## config.mk

```make
export PLATFORM = sky130hd
export DESIGN_NAME = ipv4_l4_header_classifier_core
export DESIGN_NICKNAME = d
export VERILOG_FILES = /design/src/rtl/ihc_pkg.sv /design/src/rtl/ipv4_l4_header_classifier_core.sv /design/src/rtl/ihc_capture.sv /design/src/rtl/ihc_classify.sv
export SDC_FILE = /design/constraint.sdc
export NUM_CORES = 1
export LEC_CHECK = 0
export BUFFER_PORTS_ARGS = -buffer_cell sky130_fd_sc_hd__buf_2
export CORE_MARGIN = 10
export CORE_UTILIZATION = 58
export DETAILED_ROUTE_END_ITERATION = 8
export GPL_ROUTABILITY_DRIVEN = 0
export PLACE_DENSITY_LB_ADDON = 0.08
export SLEW_MARGIN = 10
export SYNTH_ARGS = -nofsm -noshare
export SYNTH_HDL_FRONTEND = slang
export SYNTH_SLANG_ARGS = --single-unit
```

## constraint.sdc

```tcl
create_clock -name clk -period 18 [get_ports clk]
set_input_delay 2.7 -clock clk [delete_from_list [all_inputs] [get_ports clk]]
set_output_delay 2.7 -clock clk [all_outputs]
set_load 0.01 [all_outputs]
```

## src/rtl/ihc_pkg.sv

```systemverilog
// ----------------------------------------------------------------------------
// ihc_pkg: shared types and constants for the IPv4 L4 header classifier
// Frame offsets, protocol numbers, record codes and the service lookup.
// ----------------------------------------------------------------------------
`default_nettype none

package ihc_pkg;

  localparam int MAX_FRAME_BYTES = 65535;

  localparam int IDX_W      = 16;
  localparam int CFG_ADDR_W = 3;
  localparam int CFG_DATA_W = 32;

  // register word index
  localparam logic REG_CAPTURE_ENABLE = 1'b0;

  // byte offsets from frame start (L4_* offsets from the L4 header start)
  localparam logic [IDX_W-1:0] ETH_HDR_LEN  = 16'd14;
  localparam logic [IDX_W-1:0] OFF_ETYPE_HI = 16'd12;
  localparam logic [IDX_W-1:0] OFF_ETYPE_LO = 16'd13;
  localparam logic [IDX_W-1:0] OFF_IHL      = 16'd14;
  localparam logic [IDX_W-1:0] OFF_PROTO    = 16'd23;
  localparam logic [IDX_W-1:0] OFF_SRC0     = 16'd26;
  localparam logic [IDX_W-1:0] OFF_SRC1     = 16'd27;
  localparam logic [IDX_W-1:0] OFF_SRC2     = 16'd28;
  localparam logic [IDX_W-1:0] OFF_SRC3     = 16'd29;
  localparam logic [IDX_W-1:0] OFF_DST0     = 16'd30;
  localparam logic [IDX_W-1:0] OFF_DST1     = 16'd31;
  localparam logic [IDX_W-1:0] OFF_DST2     = 16'd32;
  localparam logic [IDX_W-1:0] OFF_DST3     = 16'd33;
  localparam logic [IDX_W-1:0] L4_SPORT_HI  = 16'd0;
  localparam logic [IDX_W-1:0] L4_SPORT_LO  = 16'd1;
  localparam logic [IDX_W-1:0] L4_DPORT_HI  = 16'd2;
  localparam logic [IDX_W-1:0] L4_DPORT_LO  = 16'd3;
  localparam logic [IDX_W-1:0] L4_TCP_DOFF  = 16'd12;

  localparam logic [15:0] ETYPE_IPV4 = 16'h0800;

  localparam logic [7:0] PROTO_ICMP = 8'd1;
  localparam logic [7:0] PROTO_TCP  = 8'd6;
  localparam logic [7:0] PROTO_UDP  = 8'd17;

  localparam logic [17:0] TCP_MIN_LEN = 18'd20;
  localparam logic [17:0] UDP_LEN     = 18'd8;

  localparam logic [1:0] CLS_OTHER = 2'd0;
  localparam logic [1:0] CLS_TCP   = 2'd1;
  localparam logic [1:0] CLS_UDP   = 2'd2;
  localparam logic [1:0] CLS_ICMP  = 2'd3;

  localparam logic [3:0] SVC_NONE     = 4'd0;
  localparam logic [3:0] SVC_HTTP     = 4'd1;
  localparam logic [3:0] SVC_DNS      = 4'd2;
  localparam logic [3:0] SVC_SSH      = 4'd3;
  localparam logic [3:0] SVC_SMTP     = 4'd4;
  localparam logic [3:0] SVC_FTP      = 4'd5;
  localparam logic [3:0] SVC_MYSQL    = 4'd6;
  localparam logic [3:0] SVC_HTTPS    = 4'd7;
  localparam logic [3:0] SVC_HTTP_ALT = 4'd8;
  localparam logic [3:0] SVC_TELNET   = 4'd9;
  localparam logic [3:0] SVC_PING     = 4'd10;

  localparam logic [15:0] PORT_HTTP     = 16'd80;
  localparam logic [15:0] PORT_DNS      = 16'd53;
  localparam logic [15:0] PORT_SSH      = 16'd22;
  localparam logic [15:0] PORT_SMTP     = 16'd25;
  localparam logic [15:0] PORT_FTP      = 16'd21;
  localparam logic [15:0] PORT_MYSQL    = 16'd3306;
  localparam logic [15:0] PORT_HTTPS    = 16'd443;
  localparam logic [15:0] PORT_HTTP_ALT = 16'd8080;
  localparam logic [15:0] PORT_TELNET   = 16'd23;

  // header fields of one finished IPv4 frame
  typedef struct packed {
    logic [3:0]  header_words;
    logic [7:0]  ip_protocol;
    logic [31:0] src_addr;
    logic [31:0] dst_addr;
    logic [15:0] src_port;
    logic [15:0] dst_port;
    logic [3:0]  tcp_words;
    logic [15:0] wire_len;
  } hdr_t;

  typedef struct packed {
    logic [1:0]  protocol_class;
    logic [31:0] source_address;
    logic [31:0] dest_address;
    logic [15:0] source_port;
    logic [15:0] dest_port;
    logic [3:0]  service_code;
    logic        payload_present;
    logic [15:0] payload_offset;
    logic [15:0] payload_length;
    logic [15:0] frame_size;
  } rec_t;

  function automatic logic [3:0] service_of(input logic [15:0] port);
    logic [3:0] svc;
    case (port)
      PORT_HTTP:     svc = SVC_HTTP;
      PORT_DNS:      svc = SVC_DNS;
      PORT_SSH:      svc = SVC_SSH;
      PORT_SMTP:     svc = SVC_SMTP;
      PORT_FTP:      svc = SVC_FTP;
      PORT_MYSQL:    svc = SVC_MYSQL;
      PORT_HTTPS:    svc = SVC_HTTPS;
      PORT_HTTP_ALT: svc = SVC_HTTP_ALT;
      PORT_TELNET:   svc = SVC_TELNET;
      default:       svc = SVC_NONE;
    endcase
    return svc;
  endfunction

endpackage

`default_nettype wire

```

## src/rtl/ipv4_l4_header_classifier_core.sv

```systemverilog
// ----------------------------------------------------------------------------
// ipv4_l4_header_classifier_core: Ethernet/IPv4/TCP-UDP header classifier
// Takes a frame one byte per request and emits one record per IPv4 frame
// while capture is enabled.
// ----------------------------------------------------------------------------
//   Channel  Direction  Request content
//   in_      sink       one frame byte with start/end marks and wire length
//   out_     source     one header record per IPv4 frame
//   cfg_     APB slave  capture_enable at byte address 0
//
// One byte is taken every cycle while in_ready is high. A record passes from
// the last byte of its frame through the capture snapshot register, then the
// record register, to out_. rst_n clears frame state and capture_enable;
// no clearing pass. out_ready low first fills the record register, then the
// snapshot register; in_ready drops only when both hold a record.
// ----------------------------------------------------------------------------
`default_nettype none

module ipv4_l4_header_classifier_core #(
  parameter int MAX_FRAME_BYTES = ihc_pkg::MAX_FRAME_BYTES
) (
  input  wire logic                             clk,
  input  wire logic                             rst_n,

  input  wire logic                             in_valid,
  output logic                                  in_ready,
  input  wire logic [7:0]                       in_data_byte,
  input  wire logic                             in_frame_start,
  input  wire logic                             in_frame_end,
  input  wire logic [15:0]                      in_wire_length,

  output logic                                  out_valid,
  input  wire logic                             out_ready,
  output logic [1:0]                            out_protocol_class,
  output logic [31:0]                           out_source_address,
  output logic [31:0]                           out_dest_address,
  output logic [15:0]                           out_source_port,
  output logic [15:0]                           out_dest_port,
  output logic [3:0]                            out_service_code,
  output logic                                  out_payload_present,
  output logic [15:0]                           out_payload_offset,
  output logic [15:0]                           out_payload_length,
  output logic [15:0]                           out_frame_size,

  input  wire logic                             cfg_psel,
  input  wire logic                             cfg_penable,
  input  wire logic                             cfg_pwrite,
  input  wire logic [ihc_pkg::CFG_ADDR_W-1:0]   cfg_paddr,
  input  wire logic [ihc_pkg::CFG_DATA_W-1:0]   cfg_pwdata,
  output logic [ihc_pkg::CFG_DATA_W-1:0]        cfg_prdata,
  output logic                                  cfg_pready
);

  logic           capture_enable_r, capture_enable_nxt;
  logic           cfg_hit;
  ihc_pkg::hdr_t  hdr;
  logic           hdr_valid;
  logic           hdr_ready;
  ihc_pkg::rec_t  rec;

  assign cfg_pready = 1'b1;
  assign cfg_hit    = (cfg_paddr[ihc_pkg::CFG_ADDR_W-1] == ihc_pkg::REG_CAPTURE_ENABLE);

  always_comb begin
    capture_enable_nxt = capture_enable_r;
    if (cfg_psel && cfg_penable && cfg_pwrite && cfg_hit) begin
      capture_enable_nxt = cfg_pwdata[0];
    end
    cfg_prdata = cfg_hit ? {{(ihc_pkg::CFG_DATA_W-1){1'b0}}, capture_enable_r} : '0;
  end

  always_ff @(posedge clk) begin
    if (!rst_n) begin
      capture_enable_r <= 1'b0;
    end else begin
      capture_enable_r <= capture_enable_nxt;
    end
  end

  ihc_capture #(
    .MAX_FRAME_BYTES(MAX_FRAME_BYTES)
  ) u_capture (
    .clk            (clk),
    .rst_n          (rst_n),
    .in_valid       (in_valid),
    .in_ready       (in_ready),
    .data_byte      (in_data_byte),
    .frame_start    (in_frame_start),
    .frame_end      (in_frame_end),
    .wire_length    (in_wire_length),
    .capture_enable (capture_enable_r),
    .hdr            (hdr),
    .hdr_valid      (hdr_valid),
    .hdr_ready      (hdr_ready)
  );

  ihc_classify u_classify (
    .clk       (clk),
    .rst_n     (rst_n),
    .hdr       (hdr),
    .hdr_valid (hdr_valid),
    .hdr_ready (hdr_ready),
    .rec       (rec),
    .rec_valid (out_valid),
    .rec_ready (out_ready)
  );

  assign out_protocol_class  = rec.protocol_class;
  assign out_source_address  = rec.source_address;
  assign out_dest_address    = rec.dest_address;
  assign out_source_port     = rec.source_port;
  assign out_dest_port       = rec.dest_port;
  assign out_service_code    = rec.service_code;
  assign out_payload_present = rec.payload_present;
  assign out_payload_offset  = rec.payload_offset;
  assign out_payload_length  = rec.payload_length;
  assign out_frame_size      = rec.frame_size;

endmodule

`default_nettype wire

```

## src/rtl/ihc_capture.sv

```systemverilog
// ----------------------------------------------------------------------------
// ihc_capture: per-byte header capture
// Tracks the byte index, captures header fields of the running frame and
// hands a snapshot of them to the classifier at the last byte of an IPv4 frame
// while capture is enabled.
`default_nettype none

module ihc_capture #(
  parameter int MAX_FRAME_BYTES = ihc_pkg::MAX_FRAME_BYTES
) (
  input  wire logic              clk,
  input  wire logic              rst_n,
  input  wire logic              in_valid,
  output logic                   in_ready,
  input  wire logic [7:0]        data_byte,
  input  wire logic              frame_start,
  input  wire logic              frame_end,
  input  wire logic [15:0]       wire_length,
  input  wire logic              capture_enable,
  output ihc_pkg::hdr_t          hdr,
  output logic                   hdr_valid,
  input  wire logic              hdr_ready
);

  localparam logic [ihc_pkg::IDX_W-1:0] MaxIdx = ihc_pkg::IDX_W'(MAX_FRAME_BYTES);

  logic [ihc_pkg::IDX_W-1:0] idx_r, idx_nxt;
  logic [15:0]               etype_r, etype_nxt;
  logic [3:0]                hw_r, hw_nxt;
  logic [7:0]                proto_r, proto_nxt;
  logic [31:0]               src_r, src_nxt;
  logic [31:0]               dst_r, dst_nxt;
  logic [15:0]               sport_r, sport_nxt;
  logic [15:0]               dport_r, dport_nxt;
  logic [3:0]                tcpw_r, tcpw_nxt;
  logic [15:0]               wlen_r, wlen_nxt;
  logic                      hdr_valid_r, hdr_valid_nxt;
  ihc_pkg::hdr_t             hdr_r, hdr_nxt;

  logic                      accept;
  logic                      take;
  logic                      emit;
  logic [ihc_pkg::IDX_W-1:0] base_idx;
  logic [ihc_pkg::IDX_W-1:0] l4;

  assign in_ready  = !hdr_valid_r || hdr_ready;
  assign accept    = in_valid && in_ready;
  assign hdr       = hdr_r;
  assign hdr_valid = hdr_valid_r;

  always_comb begin
    // frame start restarts from cleared state with the sampled wire length
    base_idx  = frame_start ? '0 : idx_r;
    etype_nxt = frame_start ? '0 : etype_r;
    hw_nxt    = frame_start ? '0 : hw_r;
    proto_nxt = frame_start ? '0 : proto_r;
    src_nxt   = frame_start ? '0 : src_r;
    dst_nxt   = frame_start ? '0 : dst_r;
    sport_nxt = frame_start ? '0 : sport_r;
    dport_nxt = frame_start ? '0 : dport_r;
    tcpw_nxt  = frame_start ? '0 : tcpw_r;
    wlen_nxt  = frame_start ? wire_length : wlen_r;

    take = base_idx < MaxIdx;

    if (take) begin
      if (base_idx == ihc_pkg::OFF_ETYPE_HI) etype_nxt[15:8] = data_byte;
      if (base_idx == ihc_pkg::OFF_ETYPE_LO) etype_nxt[7:0]  = data_byte;
      if (base_idx == ihc_pkg::OFF_IHL)      hw_nxt          = data_byte[3:0];
      if (base_idx == ihc_pkg::OFF_PROTO)    proto_nxt       = data_byte;
      if (base_idx == ihc_pkg::OFF_SRC0)     src_nxt[31:24]  = data_byte;
      if (base_idx == ihc_pkg::OFF_SRC1)     src_nxt[23:16]  = data_byte;
      if (base_idx == ihc_pkg::OFF_SRC2)     src_nxt[15:8]   = data_byte;
      if (base_idx == ihc_pkg::OFF_SRC3)     src_nxt[7:0]    = data_byte;
      if (base_idx == ihc_pkg::OFF_DST0)     dst_nxt[31:24]  = data_byte;
      if (base_idx == ihc_pkg::OFF_DST1)     dst_nxt[23:16]  = data_byte;
      if (base_idx == ihc_pkg::OFF_DST2)     dst_nxt[15:8]   = data_byte;
      if (base_idx == ihc_pkg::OFF_DST3)     dst_nxt[7:0]    = data_byte;
    end

    // L4 offset sees the header length written by this same byte
    l4 = ihc_pkg::ETH_HDR_LEN + {10'd0, hw_nxt, 2'b00};

    if (take) begin
      if (base_idx == l4 + ihc_pkg::L4_SPORT_HI) sport_nxt[15:8] = data_byte;
      if (base_idx == l4 + ihc_pkg::L4_SPORT_LO) sport_nxt[7:0]  = data_byte;
      if (base_idx == l4 + ihc_pkg::L4_DPORT_HI) dport_nxt[15:8] = data_byte;
      if (base_idx == l4 + ihc_pkg::L4_DPORT_LO) dport_nxt[7:0]  = data_byte;
      if (base_idx == l4 + ihc_pkg::L4_TCP_DOFF) tcpw_nxt        = data_byte[7:4];
    end

    idx_nxt = take ? base_idx + 1'b1 : base_idx;

    emit = frame_end && capture_enable && (etype_nxt == ihc_pkg::ETYPE_IPV4);

    hdr_nxt.header_words = hw_nxt;
    hdr_nxt.ip_protocol  = proto_nxt;
    hdr_nxt.src_addr     = src_nxt;
    hdr_nxt.dst_addr     = dst_nxt;
    hdr_nxt.src_port     = sport_nxt;
    hdr_nxt.dst_port     = dport_nxt;
    hdr_nxt.tcp_words    = tcpw_nxt;
    hdr_nxt.wire_len     = wlen_nxt;

    if (frame_end) begin
      idx_nxt   = '0;
      etype_nxt = '0;
      hw_nxt    = '0;
      proto_nxt = '0;
      src_nxt   = '0;
      dst_nxt   = '0;
      sport_nxt = '0;
      dport_nxt = '0;
      tcpw_nxt  = '0;
      wlen_nxt  = '0;
    end

    if (accept && emit) begin
      hdr_valid_nxt = 1'b1;
    end else if (hdr_ready) begin
      hdr_valid_nxt = 1'b0;
    end else begin
      hdr_valid_nxt = hdr_valid_r;
    end
  end

  always_ff @(posedge clk) begin
    if (!rst_n) begin
      idx_r       <= '0;
      etype_r     <= '0;
      hw_r        <= '0;
      proto_r     <= '0;
      src_r       <= '0;
      dst_r       <= '0;
      sport_r     <= '0;
      dport_r     <= '0;
      tcpw_r      <= '0;
      wlen_r      <= '0;
      hdr_valid_r <= 1'b0;
    end else begin
      hdr_valid_r <= hdr_valid_nxt;
      if (accept) begin
        idx_r   <= idx_nxt;
        etype_r <= etype_nxt;
        hw_r    <= hw_nxt;
        proto_r <= proto_nxt;
        src_r   <= src_nxt;
        dst_r   <= dst_nxt;
        sport_r <= sport_nxt;
        dport_r <= dport_nxt;
        tcpw_r  <= tcpw_nxt;
        wlen_r  <= wlen_nxt;
      end
    end
  end

  always_ff @(posedge clk) begin
    if (accept && emit) begin
      hdr_r <= hdr_nxt;
    end
  end

endmodule

`default_nettype wire

```

## src/rtl/ihc_classify.sv

```systemverilog
// ----------------------------------------------------------------------------
// ihc_classify: record builder
// Classifies the protocol, qualifies ports, looks up the service and works
// out payload offset and length; holds the record in the output register.
// ----------------------------------------------------------------------------
`default_nettype none

module ihc_classify (
  input  wire logic          clk,
  input  wire logic          rst_n,
  input  ihc_pkg::hdr_t      hdr,
  input  wire logic          hdr_valid,
  output logic               hdr_ready,
  output ihc_pkg::rec_t      rec,
  output logic               rec_valid,
  input  wire logic          rec_ready
);

  logic                 rec_valid_r, rec_valid_nxt;
  ihc_pkg::rec_t        rec_r, rec_nxt;

  logic [6:0]           l4;
  logic [5:0]           tl;
  logic signed [17:0]   plen;
  logic signed [17:0]   tl_s;
  logic signed [17:0]   pl_tcp;
  logic signed [17:0]   pl_udp;

  assign hdr_ready = !rec_valid_r || rec_ready;
  assign rec       = rec_r;
  assign rec_valid = rec_valid_r;

  always_comb begin
    l4     = 7'(ihc_pkg::ETH_HDR_LEN) + {1'b0, hdr.header_words, 2'b00};
    tl     = {hdr.tcp_words, 2'b00};
    // payload length after the IP header, may go negative
    plen   = $signed({2'b00, hdr.wire_len}) - $signed({11'd0, l4});
    tl_s   = $signed({12'd0, tl});
    pl_tcp = plen - tl_s;
    pl_udp = plen - $signed(ihc_pkg::UDP_LEN);

    rec_nxt.protocol_class  = ihc_pkg::CLS_OTHER;
    rec_nxt.source_address  = hdr.src_addr;
    rec_nxt.dest_address    = hdr.dst_addr;
    rec_nxt.source_port     = '0;
    rec_nxt.dest_port       = '0;
    rec_nxt.service_code    = ihc_pkg::SVC_NONE;
    rec_nxt.payload_present = 1'b0;
    rec_nxt.payload_offset  = '0;
    rec_nxt.payload_length  = '0;
    rec_nxt.frame_size      = hdr.wire_len;

    case (hdr.ip_protocol)
      ihc_pkg::PROTO_TCP: begin
        rec_nxt.protocol_class = ihc_pkg::CLS_TCP;
        if (plen >= $signed(ihc_pkg::TCP_MIN_LEN)) begin
          rec_nxt.source_port  = hdr.src_port;
          rec_nxt.dest_port    = hdr.dst_port;
          rec_nxt.service_code = ihc_pkg::service_of(hdr.dst_port);
          if (plen >= tl_s) begin
            rec_nxt.payload_present = 1'b1;
            rec_nxt.payload_offset  = {9'd0, l4} + {10'd0, tl};
            rec_nxt.payload_length  = pl_tcp[15:0];
          end
        end
      end
      ihc_pkg::PROTO_UDP: begin
        rec_nxt.protocol_class = ihc_pkg::CLS_UDP;
        if (plen >= $signed(ihc_pkg::UDP_LEN)) begin
          rec_nxt.source_port     = hdr.src_port;
          rec_nxt.dest_port       = hdr.dst_port;
          rec_nxt.service_code    = ihc_pkg::service_of(hdr.dst_port);
          rec_nxt.payload_present = 1'b1;
          rec_nxt.payload_offset  = {9'd0, l4} + 16'(ihc_pkg::UDP_LEN);
          rec_nxt.payload_length  = pl_udp[15:0];
        end
      end
      ihc_pkg::PROTO_ICMP: begin
        rec_nxt.protocol_class  = ihc_pkg::CLS_ICMP;
        rec_nxt.service_code    = ihc_pkg::SVC_PING;
        rec_nxt.payload_present = 1'b1;
        rec_nxt.payload_offset  = {9'd0, l4};
        rec_nxt.payload_length  = plen[17] ? 16'd0 : plen[15:0];
      end
      default: begin
        rec_nxt.protocol_class = ihc_pkg::CLS_OTHER;
      end
    endcase

    if (hdr_valid && hdr_ready) begin
      rec_valid_nxt = 1'b1;
    end else if (rec_ready) begin
      rec_valid_nxt = 1'b0;
    end else begin
      rec_valid_nxt = rec_valid_r;
    end
  end

  always_ff @(posedge clk) begin
    if (!rst_n) begin
      rec_valid_r <= 1'b0;
    end else begin
      rec_valid_r <= rec_valid_nxt;
    end
  end

  always_ff @(posedge clk) begin
    if (hdr_valid && hdr_ready) begin
      rec_r <= rec_nxt;
    end
  end

endmodule

`default_nettype wire

```

---- Yosys cells after proc, flatten, opt, wreduce, memory -nomap -nowiden ----
Cells that the tools add are included.
Widths: inputs -> output; s select.
storage, ports and cells
  bits in registers ....................... 442
  input bits .............................. 68
  output and inout bits ................... 186
  word-level logic and storage cells ...... 151
cells by class
  $add $sub $neg .......................... 12
  order comparisons ....................... 4
  equality and inequality tests ........... 30
  multiplexer cells ....................... 59
  bitwise logic cells ..................... 1
  reduce and logical (&&, ||, !) cells .... 14
operators by type and width
  operator               count
  $mux 16                15
  $mux 32                6
  $eq 16x5->1 const B    11
  $mux 8                 18
  $mux 69                2
  $pmux 37 s3            1
  $eq 16x16->1           5
  $pmux 32 s2            1
  $eq 16x4->1 const B    3
  $eq 16x6->1 const B    3
  $pmux 4 s9             1
  $mux 33                1
  $add 16x1->16 const B  2
  $add 16x2->16 const B  2
  $eq 16x12->1 const B   2
  $mux 4                 8
  $ge 17x5->1 const B    1
  $ge 17x6->1 const B    1
  $ge 17x7->1            1
  $sub 16x7->17          1
  $add 16x4->16 const B  1
  $eq 16x13->1 const B   1
  $eq 16x7->1 const B    1
  $eq 16x9->1 const B    1
  other kinds (16)       31

---- Logic depth before layout (Yosys ltp) ----
  depth in word-level cells ............... 10
  depth in mapped cells ................... 22

---- Hierarchy ----
From an unflattened synthesis, not the netlist that was laid out.
second synthesis, totals
  cell total of the unflattened synthesis .. 1901
  area total of the unflattened synthesis .. 20587.2 sq um
by module, submodules not included
  module                          times used  cells an instance  area an instance (sq um)  sequential area each (sq um)
  ihc_capture                     1           1348               13461.7                   7066.8
  ihc_classify                    1           513                6810.3                    4254.1
  ipv4_l4_header_classifier_core  1           40                 315.3                     20.0

---- Worst setup path after synthesis ----
OpenSTA, ideal clock, no wires.
  path kind ............................... in2reg
  start ................................... input in_frame_start
  end ..................................... register u_capture.hdr_r (netlist bit u_capture.hdr[0]) (enable)
  arrival time ............................ 14.183 ns
  required time ........................... 17.200 ns
  path slack .............................. 3.017 ns
  stages on the path ...................... 14
  buffers on the path ..................... 5
  cells stage by stage .................... buf_2 clkbuf_1 clkbuf_1 clkbuf_1 clkbuf_1 nor2b_1 inv_1 ha_1 inv_1 nor2_1 nand4_1 o21ai_0 nand4_1 nor3b_1
on the way
  cells in the longest elaborated chain, start to end .. 7
RTL lines
  item                                                                  line                                  RTL
  start, declared                                                       ipv4_l4_header_classifier_core.sv:28  input wire logic in_frame_start,
  parallel branches: the longest is 3 deep, another holds $lt 16x16->1  n/a
  $mux 16 *                                                             ihc_capture.sv:66                     if (take) begin
  $eq 16x12->1 *                                                        ihc_capture.sv:94                     emit = frame_end && capture_enable && (etype_nxt == ihc_pkg::ETYPE_IPV4);
  $logic_and 1x1->1 *                                                   ihc_capture.sv:94
  $logic_and 1x1->1 *                                                   ihc_capture.sv:158                    if (accept && emit) begin
  end signal, assigned                                                  ihc_capture.sv:159                    hdr_r <= hdr_nxt;
  end, declared                                                         ihc_capture.sv:38                     ihc_pkg::hdr_t hdr_r, hdr_nxt;
Every way passes the cells marked *.
A chain may end at the register's enable or synchronous reset.

==> flow_summary.json <==
{
  "clk_pin_slew_worst_paths_ns": 0.07,
  "seq_power_share_pct": 53.1,
  "drtAntennaViolNets": 0,
  "finish.utilization_pct": 66.1,
  "drt_wl_total_mm": 47.0,
  "drive_gt1_share_pct": 15.3,
  "io_buffers": 179,
  "syn_inst": 1849,
  "top_layer": "met4",
  "dr.pass1.iters": 6,
  "core_area_um2": 33700,
  "start_util_pct": 59.1,
  "drt-initial-drc-count": 1109,
  "htreeDepth": 2,
  "pin_count": 254,
  "setup_viol": 0,
  "cp-startpoint": "in_frame_start",
  "critPathArrivalTime_ns": 7.53,
  "clock_path_buffers": 3,
  "slowest_stage": "nor2_1",
  "hold_class": "reg -> reg",
  "viasPerCell": 5.78,
  "p_clk_share_pct": 43.6,
  "synth-async-reset-ratio_pct": 0,
  "layout_common_cells": "edfxtp_1, nand2_1, buf_2, dfxtp_1, nor2b_1",
  "ys_ff_latch": 432,
  "antenna_found_initial": 0,
  "netlist-cell-type-count": 79,
  "cts-root-buf": "clkbuf_16",
  "clk_latency_ns": 0.55,
  "synth_seq_area_share_pct": 57.0,
  "r2r_start": "u_capture.hdr[124]",
  "p_leak_nw": 7.41,
  "grt_pass1_vias": 13600,
  "rows": 67,
  "critPathMaxStageDelay_ns": 0.74,
  "syn_to_final_growth_pct": 11.9,
  "post-cts-setup-buffer-count": 0,
  "cts.hold.buffers_added": 0,
  "dominantRegCellSynth": "edfxtp_1",
  "netSwitchingFraction_pct": 21.3,
  "die_x_um": 205,
  "cap_violations": 0,
  "cts_resized": 0,
  "setup_ws_ns": 10.91,
  "fin_crit_sh_pct": 39.4,
  "end_kind": "flip-flop",
  "synth_edf_count": 269,
  "post_drt_wl_per_cell_um": 19.1,
  "dpl_worst_slack_ns": 10.05,
  "hold_violations": 0,
  "grt_pass1_wl_mm": 74.9,
  "tritoncts": "yes",
  "track_usage_pct": 21.9,
  "path_cells": "buf_4, nor2b_1, inv_1, ha_1, and3_1, nand2_1, mux2_2, inv_1, ha_1, nand2_1, o211ai_1, xor2_1, nand4_1, nor2_1, o21ai_1, a22o_1",
  "finClkSkew_ns": 0.0145,
  "final_max_slew_viol_count": 0,
  "cp-start-kind": "primary input",
  "critical_path_class": "in -> reg",
  "ys_warn_count": 0,
  "status": "finished clean",
  "p_switching_w": 0.000417,
  "drt-met1-wl_mm": 20.5,
  "min_period_ns": 7.09,
  "hpwl_mm": 30.6,
  "vdd_drop_max_mv": 0.0817,
  "grt_max_degree": 96,
  "synth_area_um2": 19900,
  "cp_max_fo": 70,
  "fill_cells": 2583,
  "grt_setup_unrepaired": "no",
  "final_common_cell": "edfxtp_1",
  "worst_slew_pin_slew_ns": 1.17,
  "via_count": 14200,
  "required_ns": 18.44,
  "gr-total-overflow": 0,
  "hold_slack_ns": 0.408,
  "slew_headroom_pct": 21.8,
  "power_w": 0.00196,
  "finalNetCount": 2075,
  "cts_buffers": 43,
  "p_per_area_nw_per_um2": 88.0,
  "drc": 0,
  "cts_sinks": 432,
  "min-delay-start": "u_capture.hdr[58]",
  "setup-tns-final_ns": 0,
  "internal_power_w": 0.00154,
  "combPwrFrac_pct": 3.2,
  "wl_met3_mm": 3.29,
  "met2_length_mm": 22.2,
  "fmax_mhz": 141,
  "die_area_um2": 42100,
  "synth.avg_cell_area_um2": 10.8,
  "die_y_um": 205
}
## state kept, by name (all words and copies together), names as in the netlist
register and cells:
u_capture.hdr 128, u_capture.dport_r 16, u_classify.rec 141, u_capture.proto_r 8, u_capture.hw_r 4, u_capture.dst_r 32, u_capture.sport_r 16, u_capture.wlen_r 16
capture_enable_r 1, u_capture.tcpw_r 4, u_capture.etype_r 16, u_capture.idx_r 16, u_capture.src_r 32, u_capture.hdr_valid 1, u_classify.rec_valid 1
## kinds of logic (layout without fill, tap and decap cells)
group | count (synthesis) | count (layout) | synth area share (%)
other | 2 | 42 | 0.0377
adders and majority gates | 27 | 27 | 1.81
DFF | 432 | 432 | 57.0
AOI/OAI and AO/OA | 412 | 412 | 14.0
and+or+nand+nor | 739 | 739 | 20.1
muxes | 25 | 25 | 1.37
buffers and inverters | 180 | 306 | 4.30
xor gates and xnor gates | 32 | 32 | 1.41
## cells in the mapped netlist, types with 10 or more instances
master    instances  area (um2)
a21oi_1          46         230
nor4_1           28         175
buf_1            10        37.5
a32oi_1          13         114
mux2_2           18         203
nor2b_1         163        1020
inv_1            30         113
nand3b_1         30         225
nand2b_1         92         576
xnor2_1          16         140
a22o_1           36         315
xor2_1           16         140
o21ai_1          21         105
clkbuf_1         87         327
nor2_1           57         214
edfxtp_1        269        8080
o21ai_0         138         691
nand2_1         223         837
nand4_1          14        87.6
nor3_1           28         140
nand3_1          25         125
ha_1             24         300
buf_4            44         330
and2_1           24         150
dfxtp_1         163        3260
a22oi_1          88         661
## power groups by stage
| stage | combinational, W | clock [W] | sequential, W |
|---|---|---|---|
| 6_report | 0.0000635 | 0.000856 | 0.00104 |
| 5_1_grt | 0.0000679 | 0.000912 | 0.00104 |
| 4_1_cts | 0.0000621 | 0.000875 | 0.00104 |
| 3_5_place_dp | 0.0000618 | 0 | 0.00106 |
| 3_3_place_gp | 0.0000609 | 0 | 0.00106 |
| 2_1_floorplan | 0.0000475 | 0 | 0.00106 |
## area by class of cell
class	instances	area (um2)	area share [%]
flip-flops and latches	432	11300	50.9
clock buffers	63	1210	5.42
repair buffers	196	1030	4.60
well taps	448	561	2.52
inverters	31	116	0.522
clock inverters	16	140	0.629
diodes	1	2.50	0.0112
multi-input cells	1276	7890	35.4
## worst max-delay path: cells and delay by family
kind	cells	cell delay, ns
xor+xnor	1	0.19
compound gates	3	1.18
mux	1	0.37
fa+ha+maj	2	0.53
simple gates	6	1.74
buf+inv	3	0.79
## through the flow
step | std cells | instance area, um2
2_1_floorplan | 1888 | 20100
6_report | 2463 | 22300
5_1_grt | 2462 | 22300
3_5_place_dp | 2383 | 20900
4_1_cts | 2462 | 22300
3_3_place_gp | 2383 | 20900
## worst paths after layout
check | end | slack [ns] | cells after the start
worst max register to register | u_classify.rec[31] | 12.46 | 13
worst min register to register | u_classify.rec[91] | 0.41 | 0
worst min-delay path | u_classify.rec[91] | 0.41 | 0
worst max-delay path | u_capture.sport_r[9] | 10.91 | 16
## metal layers
layer / GRT usage (%) / vias up
met5: 0 / -
met4: 6.69 / 0
met3: 4.23 / 83
met2: 35.5 / 487
met1: 29.3 / 6812
li1: - / 6862
No activity file was read; power rests on OpenSTA's default activity.
